**src/hdl/fixed_point_exp_scale_interp_defines.svh**
```systemverilog
// ----------------------------------------------------------------------------
// Assertion macros for the exponential scale block
// Shared property forms used by the top level checks.
// ----------------------------------------------------------------------------
`ifndef FIXED_POINT_EXP_SCALE_INTERP_DEFINES_SVH
`define FIXED_POINT_EXP_SCALE_INTERP_DEFINES_SVH

// Check cons in the same cycle as ante.
`define FPESI_ASSERT_NOW(lbl, ante, cons, msg) \
  lbl: assert property (@(posedge clk) disable iff (rst) (ante) |-> (cons)) else $error(msg);

// Check cons in the cycle after ante.
`define FPESI_ASSERT_NEXT(lbl, ante, cons, msg) \
  lbl: assert property (@(posedge clk) disable iff (rst) (ante) |=> (cons)) else $error(msg);

`endif

```
**src/hdl/fpesi_pkg.sv**
```systemverilog
// ----------------------------------------------------------------------------
// fpesi_pkg
// Constants, operand bundle and multiplier operation codes.
// ----------------------------------------------------------------------------
`timescale 1ns / 1ps

package fpesi_pkg;

  localparam int VALUE_BITS = 32;
  localparam int EXP_BITS   = 16;
  localparam int FRAC_BITS  = 5;
  localparam int STEP_BITS  = EXP_BITS - FRAC_BITS;
  localparam int POW_SHIFT  = 12;
  localparam int POW_BITS   = VALUE_BITS - POW_SHIFT;
  localparam int SPAN_BITS  = VALUE_BITS - FRAC_BITS;
  localparam int OUT_BITS   = 20;

  localparam logic [POW_BITS-1:0] POW_ONE = POW_BITS'(32'h0000_1000);
  localparam logic [POW_BITS-1:0] GROWTH  = POW_BITS'(32'h0000_103B);

  typedef enum logic [1:0] {
    MUL_POW,
    MUL_LO,
    MUL_HI,
    MUL_FRAC
  } mul_op_t;

  typedef struct packed {
    logic [VALUE_BITS-1:0] value;
    logic [POW_BITS-1:0]   p_lo;
    logic [POW_BITS-1:0]   p_hi;
    logic [SPAN_BITS-1:0]  span;
    logic [FRAC_BITS-1:0]  frac;
  } mul_opnd_t;

endpackage

```
**src/hdl/fpesi_mul.sv**
```systemverilog
// ----------------------------------------------------------------------------
// fpesi_mul
// Shared 32x32 multiplier, low word only, with operand select.
// ----------------------------------------------------------------------------
`timescale 1ns / 1ps

module fpesi_mul import fpesi_pkg::*; (
  input  mul_op_t               op,
  input  mul_opnd_t             opnd,
  output logic [VALUE_BITS-1:0] prod
);

  logic [VALUE_BITS-1:0] op_a;
  logic [VALUE_BITS-1:0] op_b;

  always_comb begin
    unique case (op)
      MUL_POW: begin
        op_a = VALUE_BITS'(opnd.p_hi);
        op_b = VALUE_BITS'(GROWTH);
      end
      MUL_LO: begin
        op_a = opnd.value;
        op_b = VALUE_BITS'(opnd.p_lo);
      end
      MUL_HI: begin
        op_a = opnd.value;
        op_b = VALUE_BITS'(opnd.p_hi);
      end
      MUL_FRAC: begin
        op_a = VALUE_BITS'(opnd.span);
        op_b = VALUE_BITS'(opnd.frac);
      end
      default: begin
        op_a = '0;
        op_b = '0;
      end
    endcase
  end

  assign prod = VALUE_BITS'(op_a * op_b);

endmodule

```
**src/hdl/fpesi_seq.sv**
```systemverilog
// ----------------------------------------------------------------------------
// fpesi_seq
// Sequencer: power stepping, end products, interpolation and output word.
// ----------------------------------------------------------------------------
`timescale 1ns / 1ps

module fpesi_seq import fpesi_pkg::*; (
  input  logic                  clk,
  input  logic                  rst,
  input  logic                  in_valid,
  output logic                  in_stall,
  input  logic [VALUE_BITS-1:0] value,
  input  logic [EXP_BITS-1:0]   exponent,
  output logic                  out_valid,
  input  logic                  out_stall,
  output logic [OUT_BITS-1:0]   scaled,
  output mul_op_t               op,
  output mul_opnd_t             opnd,
  input  logic [VALUE_BITS-1:0] prod
);

  typedef enum logic [2:0] {
    S_IDLE,
    S_POW,
    S_LO,
    S_HI,
    S_SUM
  } state_t;

  state_t                state;
  logic [STEP_BITS-1:0]  count;
  logic [VALUE_BITS-1:0] val;
  logic [POW_BITS-1:0]   p_lo;
  logic [POW_BITS-1:0]   p_hi;
  logic [FRAC_BITS-1:0]  frac;
  logic [VALUE_BITS-1:0] a;
  logic [SPAN_BITS-1:0]  span;
  logic [VALUE_BITS-1:0] diff;
  logic [VALUE_BITS-1:0] sum;
  logic [STEP_BITS-1:0]  steps_in;
  logic                  out_free;

  assign in_stall = (state != S_IDLE);
  assign out_free = !out_valid || !out_stall;
  assign steps_in = exponent[EXP_BITS-1:FRAC_BITS];
  assign diff     = prod - a;
  assign sum      = a + prod;

  assign opnd.value = val;
  assign opnd.p_lo  = p_lo;
  assign opnd.p_hi  = p_hi;
  assign opnd.span  = span;
  assign opnd.frac  = frac;

  always_comb begin
    unique case (state)
      S_LO:    op = MUL_LO;
      S_HI:    op = MUL_HI;
      S_SUM:   op = MUL_FRAC;
      default: op = MUL_POW;
    endcase
  end

  always_ff @(posedge clk) begin
    if (rst) begin
      state     <= S_IDLE;
      out_valid <= 1'b0;
    end else begin
      if (state == S_SUM && out_free) begin
        out_valid <= 1'b1;
      end else if (out_valid && !out_stall) begin
        out_valid <= 1'b0;
      end
      unique case (state)
        S_IDLE: begin
          if (in_valid) begin
            val   <= value;
            frac  <= exponent[FRAC_BITS-1:0];
            count <= steps_in;
            p_lo  <= POW_ONE;
            p_hi  <= GROWTH;
            state <= (steps_in == '0) ? S_LO : S_POW;
          end
        end
        S_POW: begin
          p_lo  <= p_hi;
          p_hi  <= prod[VALUE_BITS-1:POW_SHIFT];
          count <= count - 1'b1;
          if (count == STEP_BITS'(1)) begin
            state <= S_LO;
          end
        end
        S_LO: begin
          a     <= prod;
          state <= S_HI;
        end
        S_HI: begin
          span  <= diff[VALUE_BITS-1:FRAC_BITS];
          state <= S_SUM;
        end
        S_SUM: begin
          if (out_free) begin
            scaled <= sum[VALUE_BITS-1:POW_SHIFT];
            state  <= S_IDLE;
          end
        end
        default: state <= S_IDLE;
      endcase
    end
  end

endmodule

```
**src/hdl/fixed_point_exp_scale_interp.sv**
```systemverilog
// Flow: a taken word runs through N power steps, the low and high products
// and the interpolated sum, where N = exponent >> 5 is the count of whole
// steps (0 to 2047); no new word is taken until its result is registered.
// The power recurrence runs one step per cycle on the single shared multiplier.
// Reset: synchronous, active high; clears the sequencer and the output valid.
// ----------------------------------------------------------------------------
// fixed_point_exp_scale_interp
// Scales an unsigned word by 0x103B/4096 raised to a fractional power.
// ----------------------------------------------------------------------------
`timescale 1ns / 1ps
`include "fixed_point_exp_scale_interp_defines.svh"

module fixed_point_exp_scale_interp import fpesi_pkg::*; (
  input  logic                  clk,
  input  logic                  rst,
  input  logic                  in_valid,
  output logic                  in_stall,
  input  logic [VALUE_BITS-1:0] value,
  input  logic [EXP_BITS-1:0]   exponent,
  output logic                  out_valid,
  input  logic                  out_stall,
  output logic [OUT_BITS-1:0]   scaled
);

  mul_op_t               op;
  mul_opnd_t             opnd;
  logic [VALUE_BITS-1:0] prod;

  fpesi_seq u_seq (
    .clk       (clk),
    .rst       (rst),
    .in_valid  (in_valid),
    .in_stall  (in_stall),
    .value     (value),
    .exponent  (exponent),
    .out_valid (out_valid),
    .out_stall (out_stall),
    .scaled    (scaled),
    .op        (op),
    .opnd      (opnd),
    .prod      (prod)
  );

  fpesi_mul u_mul (
    .op   (op),
    .opnd (opnd),
    .prod (prod)
  );

  `FPESI_ASSERT_NEXT(a_busy_after_take, in_valid && !in_stall, in_stall, "not busy after take")
  `FPESI_ASSERT_NOW(a_result_from_busy, $rose(out_valid), $past(in_stall), "result while idle")
  `FPESI_ASSERT_NOW(a_idle_mul_op, !in_stall, op == MUL_POW, "operand select off in idle")

endmodule

```
**config.mk**
```make
export PLATFORM = sky130hd
export DESIGN_NAME = fixed_point_exp_scale_interp
export DESIGN_NICKNAME = d
export VERILOG_FILES = /design/src/hdl/fpesi_pkg.sv /design/src/hdl/fpesi_mul.sv /design/src/hdl/fpesi_seq.sv /design/src/hdl/fixed_point_exp_scale_interp.sv
export VERILOG_INCLUDE_DIRS = /design/src /design/src/hdl
export SDC_FILE = /design/constraint.sdc
export NUM_CORES = 1
export LEC_CHECK = 0
export BUFFER_PORTS_ARGS = -buffer_cell sky130_fd_sc_hd__clkbuf_2
export CAP_MARGIN = 10
export CORE_ASPECT_RATIO = 0.5
export CORE_MARGIN = 2
export CORE_UTILIZATION = 60
export DETAILED_ROUTE_END_ITERATION = 8
export GPL_TIMING_DRIVEN = 0
export PLACE_DENSITY = 0.84
export REMOVE_ABC_BUFFERS = 1
export SLEW_MARGIN = 15
export SYNTH_ARGS = -nofsm -noshare
export SYNTH_HDL_FRONTEND = slang
export SYNTH_SLANG_ARGS = --single-unit
```
**constraint.sdc**
```tcl
create_clock -name clk -period 21.8 [get_ports clk]
set_input_delay 4.36 -clock clk [delete_from_list [all_inputs] [get_ports clk]]
set_output_delay 4.36 -clock clk [all_outputs]
set_load 0.03 [all_outputs]
```
Word-level counts from Yosys, hierarchy flattened:

Index checks and enable logic that the tools add are counted.

* register bits after elaboration: 171
* input bits: 52
* output and inout bits: 22
* word-level logic and storage cells: 60

* add/subtract/negate cells: 3
* multiply operators: 1
* equality and inequality tests: 11
* multiplexer cells: 16
* bitwise operators: 1
* reductions and logical operators: 18

Operator list (number)
* $pmux W32 S4: 1
* $pmux W32 S3: 1
* $pmux W20 S2: 2
* $mux W20: 2
* $add A32 B32 Y32: 1
* $mul A32 B32 Y32: 1
* $sub A32 B32 Y32: 1
* $pmux W11 S2: 1
* $pmux W3 S5: 1
* $reduce_and A3 Y1: 4
* $eq A11 B1 Y1 const B: 1
* $logic_not A11 Y1: 1
* $mux W11: 1
* $sub A11 B1 Y11 const B: 1
* $mux W3: 3
* $eq A3 B2 Y1 const B: 2
* $pmux W2 S3: 1
* $eq A2 B2 Y1 const B: 2
* $ne A2 B1 Y1 const B: 2
* $reduce_and A2 Y1: 2
* $reduce_bool A2 Y1: 2
* $eq A3 B1 Y1 const B: 1
* $eq A3 B3 Y1 const B: 1
* $logic_not A3 Y1: 1
* other kinds (11): 14

Depth between registers and ports, before layout:

* word-level depth: 7
* gate-level depth with buffers: 47
* gate-level depth less buffers: 43

Hierarchy:

A second synthesis with hierarchy kept.

* cell total of the unflattened synthesis: 2445
* area, all modules: 23462.5 µm²

By module, submodules not included
* fpesi_mul: instances 1, cells each 1702, area each 14572.7 µm², seq. area each 0.0 µm²
* fpesi_seq: instances 1, cells each 743, area each 8889.8 µm², seq. area each 5094.9 µm²

Worst setup path before layout:

OpenSTA, ideal clock, no wires.

* kind: register -> register
* from: register u_seq.state[2]
* to: register u_seq.span[26], data pin
* library setup time: 0.260 ns
* data arrival time: 9.774 ns
* setup slack: 11.766 ns
* stages on the path, launching flop included: 43
* buffers on the path: 4
* clock period less this slack: 10.034 ns
* path through: dfxtp_1 clkbuf_1 nor2_1 a21oi_1 inv_1 ha_1 buf_4 a222oi_1 or2_2 clkbuf_1 nor2_1 fa_1 inv_1 fa_1 fa_1 inv_1 fa_1 ha_1 (+7 left out) or3_1 a21oi_1 a31o_2 nor2_1 o31ai_1 a21o_1 a21oi_1 xnor2_1 ha_1 clkbuf_1 a21oi_1 o21ai_0 a22oi_1 a211oi_1 or3_1 o31a_1 a21oi_2 xnor2_1

* cells in the longest elaborated chain, start to end: 7
* elaborated cells between the ends (all ways): 13
* those cells by class: 1 x add/sub; 1 x mul; 6 x eq/ne; 3 x mux; 2 x reduce/logical

RTL lines
* start, declared: line fpesi_seq.sv:30 `state_t state;`
* start signal, assigned: line fpesi_seq.sv:82 `state <= (steps_in == '0) ? S_LO : S_POW;`
* $eq A3 B3 Y1 or $eq A3 B2 Y1 (tied branches): line fpesi_seq.sv:56 `unique case (state)`
* $pmux W2 S3 *: line fpesi_seq.sv:56
* $eq A2 B1 Y1 or $eq A2 B2 Y1 (tied branches): line fpesi_mul.sv:17 `unique case (op)`
* $reduce_or A2 Y1 (no source line)
* $pmux W32 S3: line fpesi_mul.sv:17
* $mul A32 B32 Y32 *: line fpesi_mul.sv:41 `assign prod = VALUE_BITS'(op_a * op_b);`
* via prod[20]: line fixed_point_exp_scale_interp.sv:27 `logic [VALUE_BITS-1:0] prod;`
* $sub A32 B32 Y32 *: line fpesi_seq.sv:46 `assign diff = prod - a;`
* via u_seq.diff[31]: line fpesi_seq.sv:38 `logic [VALUE_BITS-1:0] diff;`
* end signal, assigned: line fpesi_seq.sv:98 `span <= diff[VALUE_BITS-1:FRAC_BITS];`
* end, declared: line fpesi_seq.sv:37 `logic [SPAN_BITS-1:0] span;`

Mark *: on every way through the listed nets, which the timed path passes. The rest lies on a longest branch. The select of a mux whose other input is x is not followed.
A chain may end at the register's enable or synchronous reset.

Worst setup path in the final report:

* from: register u_seq.state[0]
* to: register u_seq.span[26], data pin

The elaborated chain is that of the path after synthesis.

==> flow_metrics.tcl <==
set metrics [dict create \
    status "finished, final reports clean" \
    syn_inst 2363 \
    fmax_ghz 0.0731 \
    dieArea_um2 39600 \
    crit_path_frequent_cell "fa_1" \
    synth.most_common_cell "inv_1" \
    cts_tree "done" \
    avgRoutedWirePerCell_um 23.6 \
    io_pins 74 \
    gp_congestion 0.997 \
    cts_buffer_depth 2 \
    drive_above_1_share_pct 8.59 \
    slew_headroom_pct 10.6 \
    post-route-period-util_pct 62.8 \
    cts_setup_buffers 0 \
    holdCritPathClass "flip-flop to flip-flop" \
    setup-violations-final 0 \
    floorplan.initialDensity_pct 60.9 \
    antenna_left 0 \
    crit_type "flip-flop to flip-flop" \
    drv_slew 0 \
    postCtsHoldBufs 0 \
    wirelength_um 68500 \
    htree_levels 4 \
    grt_pass1_wl_um 104000 \
    hold_violations 0 \
    num_vias 17800 \
    dieHeight_um 142 \
    cp.buffers_inverters 5 \
    path_clk_slew_ns 0.08 \
    numCtsBuffers 17 \
    netlist-cell-type-count 83 \
    hpwlAfterDp_um 55800 \
    syn_to_final_growth_pct 7.14 \
    cp-start-kind "flip-flop" \
    critPathTopFamily "adder cells" \
    core-area_um2 37400 \
    nets 2982 \
    grt_pass1_vias 17600 \
    firstDrtPassIters 6 \
    finalCriticalPeriod_ns 13.68 \
    via_per_inst 6.12 \
    fp-row-count 50 \
    grt_setup_unrepaired "false" \
    yosysSeqAreaShare_pct 22.4 \
    utilization_pct 65.2 \
    synth.largest_area_cell "fa_1" \
    setup-tns-final_ns 0 \
    yosys-top-cells-area "fa_1 (31%), edfxtp_1 (22%), ha_1 (9.9%)" \
    async_reset_ff_share_pct 0 \
    fin_skew_ns 0.0131 \
    cp_slowest_cell "dfxtp_1" \
    ys.flop_type "edfxtp_1" \
    cap_violations 0 \
    first_iter_violations 2414 \
    grt_max_degree 70 \
    post_cts_resized 0 \
    synth_area_um2 22800 \
    avgSynthCellArea_um2 9.64 \
    grt.total_usage_pct 35.7 \
    worst_pin_slew_ns 1.34 \
    synth_edf_count 167 \
    die_w_um 280 \
    insertion_delay_ns 0.44 \
    required_ns 21.98 \
    io_buffers 73 \
    slowest_delay_ns 1.08 \
    critPathMaxFanout 28 \
    clock-root-buffer "clkbuf_16" \
    yosysTopAreaCellShare_pct 30.9 \
    ys_warn_count 0 \
    route.detailed.drc 0 \
    grt_remaining_overflow 0 \
    synth_commonest_cells "inv_1 (408), fa_1 (352), nor2_1 (320)" \
    clock-sinks 171 \
    ys_seq_elements 171 \
    arrival_ns 13.86 \
    endpoint_kind "flip-flop" \
    antenna_found_initial 2 \
    n_fill_cell 2889 \
]
-- metrics by stage --
stage	hold slack [ns]	instances	setup WS, ns	area, um^2
after floorplan	0.557	2280	10.21	22400
after global placement	0.477	2847	5.93	23400
after detailed placement	0.487	2872	8.86	23800
after CTS	0.498	2904	8.70	24400
after global routing	0.511	2904	7.77	24400
final	0.494	2905	8.12	24400
-- worst paths after layout --
| path | startpoint | end | slack, ns | cells past startpoint |
|---|---|---|---|---|
| setup / recovery | u_seq.state[0]$_SDFFE_PP0P_ | u_seq.span[26]$_DFFE_PP_ | 8.12 | 39 |
| hold / removal | u_seq.out_valid$_SDFFE_PP0P_ | u_seq.out_valid$_SDFFE_PP0P_ | 0.49 | 2 |
| hold reg to reg | u_seq.out_valid$_SDFFE_PP0P_ | u_seq.out_valid$_SDFFE_PP0P_ | 0.49 | 2 |
| setup reg to reg | u_seq.state[0]$_SDFFE_PP0P_ | u_seq.span[26]$_DFFE_PP_ | 8.12 | 39 |
-- layer usage --
metal | GRT usage (%) | wire, um
met5 | 0 | 10
met4 | 12.5 | 2690
met3 | 14.3 | 10800
met2 | 51.8 | 28600
met1 | 48.8 | 26500
-- state kept, by name (all words and copies together), names as in the netlist --
signal           flops
u_seq.p_lo          20
u_seq.val           32
u_seq.frac           5
u_seq.count         11
u_seq.span          27
u_seq.p_hi          20
u_seq.scaled        20
u_seq.a             32
u_seq.state          3
u_seq.out_valid      1
-- area by class of cell --
type	instances	area, um^2	area share [%]
multi-input cells	1699	15900	65.0
flip-flops and latches	171	5090	20.9
inverters	410	1540	6.31
repair buffers	98	663	2.72
well taps	494	618	2.53
clock buffers	17	425	1.74
clock inverters	15	190	0.779
diodes	1	2.50	0.0103
-- placed cells by master, fill, tap and decap left out, types with 24 or more instances in the layout --
cell type / Yosys / final
nand2b_1: 40 / 40
inv_1: 408 / 408
nor3_1: 39 / 38
xor2_1: 24 / 24
nand2_1: 231 / 230
o21ai_0: 32 / 31
xnor2_1: 77 / 77
and2_1: 29 / 29
nand3_1: 25 / 24
edfxtp_1: 167 / 167
a21oi_1: 71 / 71
clkbuf_2: 0 / 73
nor2_1: 320 / 318
fa_1: 352 / 352
ha_1: 181 / 177
and3_1: 30 / 29
-- worst register-to-register path: cells and delay by family, from the launching register on --
kind | cells | cell delay (ns)
adder cells (fa/ha/maj) | 11 | 4.57
AO/OA/AOI/OAI | 13 | 3.36
AND/OR/NAND/NOR | 8 | 2.66
flip-flops | 1 | 1.08
XOR/XNOR | 2 | 1.04
buffers and inverters | 5 | 0.70
-- kinds of logic (layout without fill, tap and decap cells) --
group / Yosys count / in the layout / share of synthesized area [%]
AO/OA/AOI/OAI: 257 / 257 / 8.01
XOR/XNOR: 107 / 107 / 4.39
adder cells (fa/ha/maj): 533 / 533 / 40.9
buffers and inverters: 493 / 540 / 8.38
flip-flops: 171 / 171 / 22.4
multiplexers: 8 / 8 / 0.368
other: 0 / 1 / 0
AND/OR/NAND/NOR: 794 / 794 / 15.6
Power is left out: the tool's default activity adds up to more than one toggle a clock period on the data nets, which glitch-free logic cannot reach.
